<file path="src/hdl/pcs_pkg.sv">
// Shared types, constants and the relay entry table of the precharge contactor sequencer.
package pcs_pkg;

  localparam int OpW      = 3;
  localparam int ModeW    = 3;
  localparam int SupplyW  = 16;
  localparam int MarginW  = 15;
  localparam int TickW    = 8;
  localparam int CfgIdxW  = 3;
  localparam int CfgDataW = 16;
  // Width of the signed difference target minus supply; it cannot wrap.
  localparam int DiffW    = SupplyW + 1;

  localparam logic signed [SupplyW-1:0] TargetMvReset = 16'sd13000;
  localparam logic [MarginW-1:0]        MarginMvReset = 15'd1000;
  localparam logic [TickW-1:0]          On1WaitReset  = 8'd30;
  localparam logic [TickW-1:0]          On2WaitReset  = 8'd10;
  localparam logic [TickW-1:0]          Pre1WaitReset = 8'd10;

  typedef enum logic [ModeW-1:0] {
    MODE_INIT = 3'd0,
    MODE_OFF  = 3'd1,
    MODE_ON1  = 3'd2,
    MODE_ON2  = 3'd3,
    MODE_ON   = 3'd4,
    MODE_PRE1 = 3'd5,
    MODE_PRE  = 3'd6
  } mode_t;

  typedef enum logic [OpW-1:0] {
    OP_TICK  = 3'd0,
    OP_ON    = 3'd1,
    OP_OFF   = 3'd2,
    OP_PRE   = 3'd3,
    OP_RESET = 3'd4
  } op_t;

  typedef enum logic [CfgIdxW-1:0] {
    REG_TARGET_MV   = 3'd0,
    REG_MARGIN_MV   = 3'd1,
    REG_ON1_WAIT    = 3'd2,
    REG_ON2_WAIT    = 3'd3,
    REG_PRE1_WAIT   = 3'd4
  } cfg_reg_t;

  typedef struct packed {
    logic reset_relay;
    logic precharge;
    logic main_low;
    logic main_high;
  } relay_t;

  // Relay levels applied when a mode is entered. Precharge stage one keeps
  // the main high relay as it was.
  function automatic relay_t relays_on_entry(mode_t m, relay_t cur);
    relay_t r;
    r = cur;
    case (m)
      MODE_OFF:  r = '{reset_relay: 1'b0, precharge: 1'b0, main_low: 1'b0, main_high: 1'b0};
      MODE_ON1:  r = '{reset_relay: 1'b1, precharge: 1'b1, main_low: 1'b1, main_high: 1'b0};
      MODE_ON2:  r = '{reset_relay: 1'b1, precharge: 1'b1, main_low: 1'b1, main_high: 1'b1};
      MODE_ON:   r = '{reset_relay: 1'b0, precharge: 1'b0, main_low: 1'b1, main_high: 1'b1};
      MODE_PRE1: r = '{reset_relay: 1'b1, precharge: 1'b1, main_low: 1'b1,
                       main_high: cur.main_high};
      MODE_PRE:  r = '{reset_relay: 1'b1, precharge: 1'b1, main_low: 1'b1, main_high: 1'b0};
      default:   r = cur;
    endcase
    return r;
  endfunction

endpackage

</file>
<file path="src/hdl/pcs_cmd_if.sv">
// Command channel of the sequencer: valid, ready, operation code and supply sample.
interface pcs_cmd_if;
  import pcs_pkg::*;

  logic                      valid;
  logic                      ready;
  logic [OpW-1:0]            op;
  logic signed [SupplyW-1:0] supply_mv;

  modport source (output valid, output op, output supply_mv, input ready);
  modport sink   (input valid, input op, input supply_mv, output ready);
endinterface

</file>
<file path="src/hdl/pcs_res_if.sv">
// Result channel of the sequencer: valid, ready, mode and the four relay levels.
interface pcs_res_if;
  import pcs_pkg::*;

  logic             valid;
  logic             ready;
  logic [ModeW-1:0] device_mode;
  logic             main_high_closed;
  logic             main_low_closed;
  logic             precharge_closed;
  logic             reset_relay_closed;

  modport source (output valid, output device_mode, output main_high_closed,
                  output main_low_closed, output precharge_closed,
                  output reset_relay_closed, input ready);
  modport sink   (input valid, input device_mode, input main_high_closed,
                  input main_low_closed, input precharge_closed,
                  input reset_relay_closed, output ready);
endinterface

</file>
<file path="src/hdl/precharge_contactor_sequencer.sv">
// Precharge contactor sequencer: seven-mode relay controller driven by commands and ticks.
//
//   Channel  Dir  Handshake      Payload
//   cmd      in   valid/ready    op (3), supply_mv (16 signed)
//   res      out  valid/ready    device_mode (3), four relay levels (1 each)
//   cfg      in   cfg_we only    cfg_index (3), cfg_data (16)
//
// Every command transfer yields exactly one result transfer. A command is
// captured in the input register, then evaluated against the mode, tick
// count and relay registers once the result slot is free; those state
// registers are the result register. A command thus passes the input
// register and then the state registers before its result is valid, and
// one command per cycle is sustained while results are taken. A stalled
// result holds the state; the input register still takes one more command,
// after which cmd.ready drops until the result is taken. Reset (rst,
// synchronous) puts the block in init mode with all relays open and loads the default configuration.
module precharge_contactor_sequencer (
  input  logic                            clk,
  input  logic                            rst,
  pcs_cmd_if.sink                         cmd,
  pcs_res_if.source                       res,
  input  logic                            cfg_we,
  input  logic [pcs_pkg::CfgIdxW-1:0]     cfg_index,
  input  logic [pcs_pkg::CfgDataW-1:0]    cfg_data
);
  import pcs_pkg::*;

  // Configuration registers.
  logic signed [SupplyW-1:0] target_mv;
  logic [MarginW-1:0]        margin_mv;
  logic [TickW-1:0]          on1_wait_ticks;
  logic [TickW-1:0]          on2_wait_ticks;
  logic [TickW-1:0]          pre1_wait_ticks;

  // Input register.
  logic                      in_valid;
  logic [OpW-1:0]            op_q;
  logic signed [SupplyW-1:0] supply_q;

  // Sequencer state, which doubles as the result register.
  logic                      out_valid;
  mode_t                     mode, mode_next;
  logic [TickW-1:0]          tick_count, tick_count_next;
  relay_t                    relays, relays_next;

  // Evaluation fires when an item is held and the result slot is free or
  // being emptied in this cycle.
  logic                      eval_fire;
  logic                      in_load;

  logic                      do_enter;
  mode_t                     enter_mode;
  logic [TickW-1:0]          tick_inc;
  logic signed [DiffW-1:0]   diff;
  logic                      charged;

  assign eval_fire = in_valid && (!out_valid || res.ready);
  assign cmd.ready = !in_valid || eval_fire;
  assign in_load   = cmd.valid && cmd.ready;

  // Configuration writes; indexes beyond the list are dropped.
  always_ff @(posedge clk) begin
    if (rst) begin
      target_mv       <= TargetMvReset;
      margin_mv       <= MarginMvReset;
      on1_wait_ticks  <= On1WaitReset;
      on2_wait_ticks  <= On2WaitReset;
      pre1_wait_ticks <= Pre1WaitReset;
    end else if (cfg_we) begin
      case (cfg_reg_t'(cfg_index))
        REG_TARGET_MV: target_mv       <= $signed(cfg_data[SupplyW-1:0]);
        REG_MARGIN_MV: margin_mv       <= cfg_data[MarginW-1:0];
        REG_ON1_WAIT:  on1_wait_ticks  <= cfg_data[TickW-1:0];
        REG_ON2_WAIT:  on2_wait_ticks  <= cfg_data[TickW-1:0];
        REG_PRE1_WAIT: pre1_wait_ticks <= cfg_data[TickW-1:0];
        default: begin
        end
      endcase
    end
  end

  // Input register: valid bit is control, payload loads on transfer only.
  always_ff @(posedge clk) begin
    if (rst) begin
      in_valid <= 1'b0;
    end else if (in_load) begin
      in_valid <= 1'b1;
    end else if (eval_fire) begin
      in_valid <= 1'b0;
    end
  end

  always_ff @(posedge clk) begin
    if (in_load) begin
      op_q     <= cmd.op;
      supply_q <= cmd.supply_mv;
    end
  end

  // The supply counts as charged when it is at or above target, or when the
  // shortfall is below the margin. The difference is one bit wider than the
  // operands so it never wraps.
  assign diff    = DiffW'(target_mv) - DiffW'(supply_q);
  assign charged = (diff <= 0) || (diff < $signed({2'b00, margin_mv}));
  assign tick_inc = tick_count + TickW'(1);

  // Next state for the item held in the input register.
  always_comb begin
    do_enter        = 1'b0;
    enter_mode      = MODE_OFF;
    tick_count_next = tick_count;
    case (mode)
      MODE_OFF: begin
        case (op_t'(op_q))
          OP_ON: begin
            do_enter   = 1'b1;
            enter_mode = MODE_ON1;
          end
          OP_PRE: begin
            do_enter   = 1'b1;
            enter_mode = MODE_PRE1;
          end
          OP_RESET: begin
            do_enter   = 1'b1;
            enter_mode = MODE_OFF;
          end
          default: begin
          end
        endcase
      end
      MODE_ON1, MODE_ON2, MODE_PRE1: begin
        case (op_t'(op_q))
          OP_TICK: begin
            tick_count_next = tick_inc;
            if (mode == MODE_ON1 && tick_inc == on1_wait_ticks) begin
              // End of stage one: advance when charged, else retry stage one.
              do_enter   = 1'b1;
              enter_mode = charged ? MODE_ON2 : MODE_ON1;
            end else if (mode == MODE_ON2 && tick_inc == on2_wait_ticks) begin
              do_enter   = 1'b1;
              enter_mode = MODE_ON;
            end else if (mode == MODE_PRE1 && tick_inc == pre1_wait_ticks) begin
              do_enter   = 1'b1;
              enter_mode = MODE_PRE;
            end
          end
          OP_OFF, OP_RESET: begin
            do_enter   = 1'b1;
            enter_mode = MODE_OFF;
          end
          OP_PRE: begin
            if (mode != MODE_PRE1) begin
              do_enter   = 1'b1;
              enter_mode = MODE_PRE1;
            end
          end
          OP_ON: begin
            if (mode == MODE_PRE1) begin
              do_enter   = 1'b1;
              enter_mode = MODE_ON1;
            end
          end
          default: begin
          end
        endcase
      end
      MODE_ON, MODE_PRE: begin
        case (op_t'(op_q))
          OP_OFF, OP_RESET: begin
            do_enter   = 1'b1;
            enter_mode = MODE_OFF;
          end
          OP_PRE: begin
            if (mode == MODE_ON) begin
              do_enter   = 1'b1;
              enter_mode = MODE_PRE1;
            end
          end
          OP_ON: begin
            if (mode == MODE_PRE) begin
              do_enter   = 1'b1;
              enter_mode = MODE_ON1;
            end
          end
          default: begin
          end
        endcase
      end
      default: begin
        // Init, and the unused mode code: any item enters off.
        do_enter   = 1'b1;
        enter_mode = MODE_OFF;
      end
    endcase

    mode_next   = mode;
    relays_next = relays;
    if (do_enter) begin
      mode_next       = enter_mode;
      tick_count_next = '0;
      relays_next     = relays_on_entry(enter_mode, relays);
    end
  end

  // State and result register.
  always_ff @(posedge clk) begin
    if (rst) begin
      mode       <= MODE_INIT;
      tick_count <= '0;
      relays     <= '0;
      out_valid  <= 1'b0;
    end else begin
      if (eval_fire) begin
        mode       <= mode_next;
        tick_count <= tick_count_next;
        relays     <= relays_next;
        out_valid  <= 1'b1;
      end else if (res.ready) begin
        out_valid  <= 1'b0;
      end
    end
  end

  assign res.valid              = out_valid;
  assign res.device_mode        = mode;
  assign res.main_high_closed   = relays.main_high;
  assign res.main_low_closed    = relays.main_low;
  assign res.precharge_closed   = relays.precharge;
  assign res.reset_relay_closed = relays.reset_relay;

  // Off mode always has every relay open.
  a_off_all_open: assert property (@(posedge clk) disable iff (rst)
    (mode == MODE_OFF) |-> (relays == '0))
    else $error("relays closed in off mode");

  // Only the timed stages ever hold a nonzero tick count.
  a_tick_only_timed: assert property (@(posedge clk) disable iff (rst)
    (tick_count != '0) |->
      (mode == MODE_ON1 || mode == MODE_ON2 || mode == MODE_PRE1))
    else $error("tick count running outside a timed stage");

  // Main high closed with precharge open is only the fully on mode.
  a_high_without_pre: assert property (@(posedge clk) disable iff (rst)
    (relays.main_high && !relays.precharge) |-> (mode == MODE_ON))
    else $error("main high closed without precharge outside on mode");

  // With the input register full and the result stalled, no command is taken.
  a_full_backpressure: assert property (@(posedge clk) disable iff (rst)
    (in_valid && out_valid && !res.ready) |-> !cmd.ready)
    else $error("command accepted while both stages are blocked");

endmodule
</file>
<file path="src/flat_wrapper.sv">
// flat-port wrapper written by rule: the top's interface ports become plain ports
module precharge_contactor_sequencer_flat import pcs_pkg::*;
  (clk, rst, cfg_we, cfg_index, cfg_data, cmd_valid, cmd_op, cmd_supply_mv, cmd_ready, res_valid, res_device_mode, res_main_high_closed, res_main_low_closed, res_precharge_closed, res_reset_relay_closed, res_ready);
  pcs_cmd_if cmd_i ();
  pcs_res_if res_i ();
  input  logic clk;
  input  logic rst;
  input  logic cfg_we;
  input  logic [pcs_pkg::CfgIdxW-1:0] cfg_index;
  input  logic [pcs_pkg::CfgDataW-1:0] cfg_data;
  input wire logic [$bits(cmd_i.valid)-1:0] cmd_valid;
  input wire logic [$bits(cmd_i.op)-1:0] cmd_op;
  input wire logic [$bits(cmd_i.supply_mv)-1:0] cmd_supply_mv;
  output wire logic [$bits(cmd_i.ready)-1:0] cmd_ready;
  output wire logic [$bits(res_i.valid)-1:0] res_valid;
  output wire logic [$bits(res_i.device_mode)-1:0] res_device_mode;
  output wire logic [$bits(res_i.main_high_closed)-1:0] res_main_high_closed;
  output wire logic [$bits(res_i.main_low_closed)-1:0] res_main_low_closed;
  output wire logic [$bits(res_i.precharge_closed)-1:0] res_precharge_closed;
  output wire logic [$bits(res_i.reset_relay_closed)-1:0] res_reset_relay_closed;
  input wire logic [$bits(res_i.ready)-1:0] res_ready;
  assign cmd_i.valid = cmd_valid;
  assign cmd_i.op = cmd_op;
  assign cmd_i.supply_mv = cmd_supply_mv;
  assign cmd_ready = cmd_i.ready;
  assign res_valid = res_i.valid;
  assign res_device_mode = res_i.device_mode;
  assign res_main_high_closed = res_i.main_high_closed;
  assign res_main_low_closed = res_i.main_low_closed;
  assign res_precharge_closed = res_i.precharge_closed;
  assign res_reset_relay_closed = res_i.reset_relay_closed;
  assign res_i.ready = res_ready;
  precharge_contactor_sequencer u_core (.clk(clk), .rst(rst), .cmd(cmd_i), .res(res_i), .cfg_we(cfg_we), .cfg_index(cfg_index), .cfg_data(cfg_data));
endmodule
</file>
<file path="config.mk">
export PLATFORM = sky130hd
export DESIGN_NAME = precharge_contactor_sequencer_flat
export DESIGN_NICKNAME = d
export VERILOG_FILES = /design/src/hdl/pcs_pkg.sv /design/src/hdl/pcs_cmd_if.sv /design/src/hdl/pcs_res_if.sv /design/src/hdl/precharge_contactor_sequencer.sv /design/src/flat_wrapper.sv
export SDC_FILE = /design/constraint.sdc
export NUM_CORES = 1
export LEC_CHECK = 0
export ABC_AREA = 1
export BUFFER_PORTS_ARGS = -buffer_cell sky130_fd_sc_hd__buf_2
export CORE_MARGIN = 2
export CORE_UTILIZATION = 40
export CTS_BUF_LIST = sky130_fd_sc_hd__clkbuf_8
export DETAILED_ROUTE_END_ITERATION = 6
export HOLD_SLACK_MARGIN = 0.03
export PLACE_DENSITY = 0.62
export SYNTH_ARGS = -nofsm -noshare
export SYNTH_HDL_FRONTEND = slang
export SYNTH_SLANG_ARGS = --single-unit
export TNS_END_PERCENT = 20
</file>
<file path="constraint.sdc">
create_clock -name clk -period 8.45 [get_ports clk]
set_input_delay 1.69 -clock clk [delete_from_list [all_inputs] [get_ports clk]]
set_output_delay 1.69 -clock clk [all_outputs]
set_load 0.01 [all_outputs]
</file>
==> impl_metrics.json, run 1 <==
{
  "drive_gt1_share_pct": 10.8,
  "num_vias": 4952,
  "fin_nets": 932,
  "routedWlPerCell_um": 12.5,
  "portBuffers": 51,
  "max_freq_mhz": 264,
  "antenna_left": 0,
  "finalCritPeriodShare_pct": 44.9,
  "cts_tree": "built",
  "start_util_pct": 41.3,
  "yosysSeqAreaShare_pct": 36.2,
  "holdWs_ps": 462,
  "hold_viol_final": 0,
  "place_ws_ps": 4660,
  "cts_max_level": 3,
  "max-slew-margin-rel_pct": 34.4,
  "fin_util_pct": 46.0,
  "gr-usage-all-layers_pct": 18.9,
  "die_area_sq_um": 14700,
  "clkTransAtPathRegs_ps": 90,
  "worst_pin_slew_ps": 983,
  "async_flop_share_pct": 0,
  "grt_setup_unrepaired": "no",
  "yosysWarnings": 0,
  "hp-class": "reg2reg",
  "power.density_nw_per_um2": 156,
  "synth_fp_nets": 881,
  "final.setup.worst_slack_ps": 4660,
  "critPathArrivalTime_ps": 2100,
  "area_growth_pct": 11.4,
  "synth_area_sq_um": 5510,
  "worstSetupEndpointType": "primary output",
  "fin_cells": 1038,
  "grt-ovfl-total": 0,
  "insertion_delay_ps": 390,
  "nFillCells": 1433,
  "antenna_found_initial": 0,
  "synth-seq-cells": 90,
  "die_w_um": 121,
  "synth_edf_count": 19,
  "row_count": 42,
  "p_leak_nw": 3.07,
  "cts.repair.resized": 0,
  "finalSetupViolations": 0,
  "numCtsBuffers": 9,
  "hp-start": "u_core.margin_mv[4]$_SDFFE_PP0P_",
  "syn_avg_cell_area_sq_um": 6.83,
  "worst_hold_path.endpoint": "u_core.margin_mv[4]$_SDFFE_PP0P_",
  "cts_setup_buffers": 0,
  "path_max_fanout": 3,
  "cts_sinks": 90,
  "total_power_mw": 0.960,
  "worstHoldPathCells": 2,
  "cp.required_ps": 6760,
  "first_iter_violations": 273,
  "wirelength_mm": 13.0,
  "first_pass_iters": 4,
  "cap_viol_max_count": 0,
  "start_kind": "input port",
  "fin_skew_ps": 16.4,
  "setup_tns_ps": 0,
  "ctsLongestPathBuffers": 2,
  "max-vdd-ir-drop_mv": 0.0812,
  "vias_per_cell": 4.77,
  "crit_type": "in2out",
  "final_max_slew_viol_count": 0,
  "grt_pass1_vias": 4569,
  "fin_crit_ps": 3790,
  "num_antenna_cells": 0,
  "reg2reg_from": "u_core.supply_q[0]$_DFFE_PP_",
  "synthFlopType": "dfxtp_1",
  "dpl.hpwl_mm": 9.93,
  "worstRegToRegCells": 27,
  "syn_inst": 806,
  "design.core.area_sq_um": 13300,
  "grt_max_degree": 43,
  "final_cell_area_sq_um": 6140,
  "dpl_cell_area_sq_um": 5940,
  "ctsHoldBuffers": 0,
  "r2r_slack_ps": 4970,
  "gp_congestion": 0.892,
  "die_y_um": 121,
  "root_buffer": "clkbuf_8",
  "numPlacedInstances": 1022,
  "reg2reg_to": "u_core.res.main_high_closed$_SDFFE_PP0P_",
  "drc": 0,
  "ys_types": 40,
  "io_pins": 52,
  "status": "completed",
  "grt_first_pass_wirelength_mm": 21.7
}
[cell usage in the layout, fill, tap and decap left out, types with 2 or more instances in the layout]
master and count:
nand2_1 204, nor3_2 2, nor2_4 3, o21ai_1 7, buf_4 3, nand2_2 6, inv_4 3, a21oi_1 48
ha_1 31, nand3b_1 6, nor2_1 90, a211oi_1 2, nand4_1 9, xnor2_1 8, o31ai_1 2, clkbuf_8 12
inv_1 141, nand2_4 3, a221oi_1 2, clkinv_1 3, buf_2 51, xor2_1 11, o211ai_1 8, o21ai_0 44
and2_1 2, a21oi_2 2, clkinv_4 2, nor3_1 10, nand3_1 48, dfxtp_1 71, edfxtp_1 19
[how the worst max path moves through the flow]
| stage | from | end |
|---|---|---|
| finish | res_ready | cmd_ready |
| global route | res_ready | cmd_ready |
| CTS | res_ready | cmd_ready |
| detailed placement | res_ready | cmd_ready |
| global placement | res_ready | cmd_ready |
| floorplan | res_ready | cmd_ready |
[critical path, cell delays in order]
cell and delay, ps:
buf_2 100, inv_1 60, nand3_1 100, buf_2 160
[final cells by class]
class | count | area [sq um] | share of cell area [%]
Clock buffer | 12 | 165 | 2.69
Clock inverter | 4 | 30.0 | 0.489
Inverter | 146 | 556 | 9.05
Multi-Input combinational cell | 556 | 2900 | 47.2
Sequential cell | 90 | 1990 | 32.5
Tap cell | 176 | 220 | 3.59
Timing Repair Buffer | 54 | 278 | 4.53
[flip-flops by register name (all words and copies together) (netlist names)]
name                         cells
u_core.res.main_high_closed      1
u_core.res.valid                 1
u_core.res.precharge_closed      1
u_core.margin_mv                15
u_core.pre1_wait_ticks           8
u_core.res.device_mode           3
u_core.on2_wait_ticks            8
u_core.on1_wait_ticks            8
u_core.res.main_low_closed       1
u_core.tick_count                8
u_core.target_mv                16
u_core.in_valid                  1
u_core.op_q                      3
u_core.supply_q                 16
[metal layers]
metal	vias up	GRT usage [%]	wire length (um)
met1	2183	27.1	6770
met5	-	0	0
met4	0	8.33	293
met2	100	27.8	5360
met3	16	2.82	540
li1	2653	-	-
[synthesized netlist by cell type (9+ instances only)]
master	number	share of area [%]
nand2_1	204	14
inv_1	141	9.6
nor2_1	90	6.1
dfxtp_1	71	26
a21oi_1	48	4.4
nand3_1	48	4.4
o21ai_0	44	4.0
ha_1	31	7.0
edfxtp_1	19	10
xor2_1	11	1.7
clkbuf_1	10	0.68
nor3_1	10	0.91
nand4_1	9	1.0
[where the power goes]
group,switching (mW),internal (mW),total [mW]
registers,0.0100,0.458,0.468
clock network,0.169,0.133,0.302
logic,0.122,0.0687,0.190
[kinds of logic after synthesis]
kind of cell	share of synthesized area (%)
adder cells (fa/ha/maj)	7.41
AO/OA/AOI/OAI	11.5
AND/OR/NAND/NOR	30.6
buffers and inverters	11.2
XOR/XNOR	3.02
flip-flops	36.2
Note: power is estimated with default switching activity, not from simulation.
==> run 2, diff against run 1 <==
- ABC_AREA: 1 -> 0
- clock period: 8.45 -> 3.57 ns (I/O delays scaled with it)
==> run 2 against run 1 <==
Compared with the run above: the flow now finishes with violations (setup timing); first-iteration DRC count up 4.0%; routed wire length rose by 8.7%; synthesized area is 0.55% higher; synthesized cell count is 20% lower; die area grew 0.52%; flip-flop and latch count did not move; critical path type is now reg2reg.
==> impl_metrics.json, run 2 <==
{
  "cts_tree": "built",
  "setup_tns_ps": -63.9,
  "final_common_cell": "nand2_1",
  "worst_pin_slew_ps": 1020,
  "vias_per_cell": 5.47,
  "most-common-layout-cells": "nand2_1 (102), dfxtp_1 (71), a21oi_1 (57)",
  "route.met2.wl_mm": 6.78,
  "grt_setup_unrepaired": "yes",
  "max_freq_mhz": 275,
  "power.share.clock_pct": 31.4,
  "clkTransAtPathRegs_ps": 100,
  "pwr-share-seq_pct": 49.8,
  "row_count": 42,
  "finalCritPeriodShare_pct": 102,
  "path_max_fanout": 3,
  "max-vdd-ir-drop_mv": 0.249,
  "synth_area_sq_um": 5540,
  "synthTopCellsByCount": "nand2_1 (103), dfxtp_1 (71), a21oi_1 (58), inv_1 (45), nor2_1 (35)",
  "ctsLongestPathBuffers": 2,
  "place_ws_ps": -159,
  "cap_viol_max_count": 0,
  "ff_latch_area_sq_um": 1990,
  "fin_nets": 789,
  "violations": "setup timing",
  "cpPeakStageDelay_ps": 600,
  "ctsHoldBuffers": 0,
  "synth_area_leaders": "dfxtp_1 (26%), edfxtp_1 (10%), ha_1 (7.0%)",
  "worstHoldPathCells": 2,
  "num_vias": 4894,
  "syn_avg_cell_area_sq_um": 8.56,
  "reg2reg_to": "u_core.res.main_high_closed$_SDFFE_PP0P_",
  "syn_inst": 647,
  "antenna_found_initial": 0,
  "dpl_cell_area_sq_um": 6000,
  "cp_common_cell": "ha_1",
  "final.setup.worst_slack_ps": -63.9,
  "gr-usage-all-layers_pct": 19.8,
  "grt_pass1_vias": 4697,
  "num_antenna_cells": 0,
  "cpMaxStageDelayCell": "or4b_2",
  "wirelength_mm": 14.1,
  "first_iter_violations": 284,
  "crit_type": "reg2reg",
  "grt_max_degree": 52,
  "root_buffer": "clkbuf_8",
  "synth_edf_count": 19,
  "design.core.area_sq_um": 13400,
  "reg_top3": "u_core.supply_q (16), u_core.target_mv (16), u_core.margin_mv (15)",
  "p_leak_nw": 2.57,
  "cts_sinks": 90,
  "die_w_um": 122,
  "dr_wl_met3_um": 616,
  "p_sw_mw": 0.672,
  "grt-ovfl-total": 0,
  "die_area_sq_um": 14800,
  "fin_crit_ps": 3630,
  "combPwrFrac_pct": 18.9,
  "ys_types": 78,
  "first_pass_iters": 5,
  "hp-class": "reg2reg",
  "worst_hold_path.endpoint": "u_core.margin_mv[10]$_SDFFE_PP0P_",
  "r2r_slack_ps": -60,
  "drive_gt1_share_pct": 19.1,
  "synth.top_cell.area_share_pct": 25.7,
  "status": "finished with violations",
  "insertion_delay_ps": 390,
  "yosysMostFrequentCell": "nand2_1",
  "power.density_nw_per_um2": 345,
  "numCtsBuffers": 9,
  "synthFlopType": "dfxtp_1",
  "reg2reg_from": "u_core.supply_q[1]$_DFFE_PP_",
  "synth_fp_nets": 722,
  "antenna_left": 0,
  "hp-start": "u_core.margin_mv[10]$_SDFFE_PP0P_",
  "grt_first_pass_wirelength_mm": 23.1,
  "routedWlPerCell_um": 15.7,
  "final_max_slew_viol_count": 0,
  "max-slew-margin-rel_pct": 32.1,
  "gp_congestion": 0.888,
  "p_sw_share_pct": 30.3,
  "dpl.hpwl_mm": 10.4,
  "area_growth_pct": 16.0,
  "path_buf_inv": 2,
  "hold_viol_final": 0,
  "async_flop_share_pct": 0,
  "m1WireLength_mm": 6.40,
  "top_layer_used": "met4",
  "final_cell_area_sq_um": 6430,
  "holdWs_ps": 461,
  "cp.required_ps": 3850,
  "cts_max_level": 3,
  "yosysSeqAreaShare_pct": 36.0,
  "crit_chain": "inv_1 > ha_1 > nor2b_4 > o2111a_2 > buf_4 > nor2_2 > or4b_2 > nand4_1 > ha_1 > a21o_1 > a21oi_1 > nand3_1 > a221oi_2 > a311o_1 > nand2_2 > a2111oi_4",
  "worstSetupEndpointType": "flip-flop",
  "crit_family": "compound AO/OA/AOI/OAI gates",
  "yosysWarnings": 0,
  "die_y_um": 122,
  "multi_input_area_sq_um": 3340,
  "yosysTopAreaCell": "dfxtp_1",
  "start_kind": "flip-flop",
  "drc": 0,
  "finalSetupViolations": 1,
  "fin_skew_ps": 16.2,
  "p_int_mw": 1.54,
  "start_util_pct": 41.3,
  "worstRegToRegCells": 16,
  "synth-seq-cells": 90,
  "io_pins": 52,
  "portBuffers": 51,
  "critPathArrivalTime_ps": 3910,
  "nFillCells": 1289
}
==> run 2: cell type report <==
cell class	count	share of cell area, %
tap	176	3.43
inverter	45	2.63
timing repair buffer	85	7.94
clock buffer	9	1.93
clock inverter	7	1.03
multi-input combinational	483	52.0
sequential	90	31.0
==> run 2: kinds of logic after synthesis <==
kind of cell    Yosys count  share of synthesized area, %
xor+xnor                 30                          6.12
simple gates            255                          23.4
mux                       9                          1.65
fa+ha+maj                33                          7.55
buf+inv                  74                          5.58
flops                    90                          36.0
compound gates          156                          19.8
==> run 2: how the worst max path moves through the flow <==
stage	cells past startpoint	startpoint	to
after floorplan	15	u_core.supply_q[4]$_DFFE_PP_	u_core.res.main_high_closed$_SDFFE_PP0P_
after global placement	17	u_core.supply_q[0]$_DFFE_PP_	u_core.res.main_high_closed$_SDFFE_PP0P_
after detailed placement	17	u_core.supply_q[0]$_DFFE_PP_	u_core.res.main_high_closed$_SDFFE_PP0P_
after CTS	16	u_core.supply_q[1]$_DFFE_PP_	u_core.res.main_high_closed$_SDFFE_PP0P_
after global routing	17	u_core.supply_q[0]$_DFFE_PP_	u_core.res.main_high_closed$_SDFFE_PP0P_
final	16	u_core.supply_q[1]$_DFFE_PP_	u_core.res.main_high_closed$_SDFFE_PP0P_
==> run 2: metrics by stage <==
step                instances  power, mW  utilization, %
floorplan                 647       1.37               -
global placement          862       1.48            44.8
detailed placement        862       1.49            44.8
CTS                       891       2.22            47.1
global route              895       2.34            48.0
finish                    895       2.21            48.0
==> run 2: worst min-delay path, cell delays in order, from the launching register on <==
cell     delay (ps)
dfxtp_1         320
nand2_1          50
a21oi_1          50
==> run 2: what timing repair did <==
item | CTS | global route
resized for setup | 7 | 15
pin swaps | 10 | 18
setup buffers | 13 | 4
gates cloned | 0 | 0
endpoints found under the setup margin | 2 | 7
==> run 2: power by group through the flow <==
stage | Combinational (mW) | Sequential (mW) | Clock, mW
finish | 0.418 | 1.10 | 0.694
global route | 0.467 | 1.11 | 0.764
CTS | 0.397 | 1.10 | 0.720
detailed placement | 0.364 | 1.13 | 0
global placement | 0.356 | 1.12 | 0
floorplan | 0.258 | 1.12 | 0
==> run 2: per-layer routing <==
metal,track usage (%),vias to the layer above
met5,0,-
met4,7.26,0
met3,3.75,23
met2,33.1,134
met1,25.6,2294
li1,-,2443
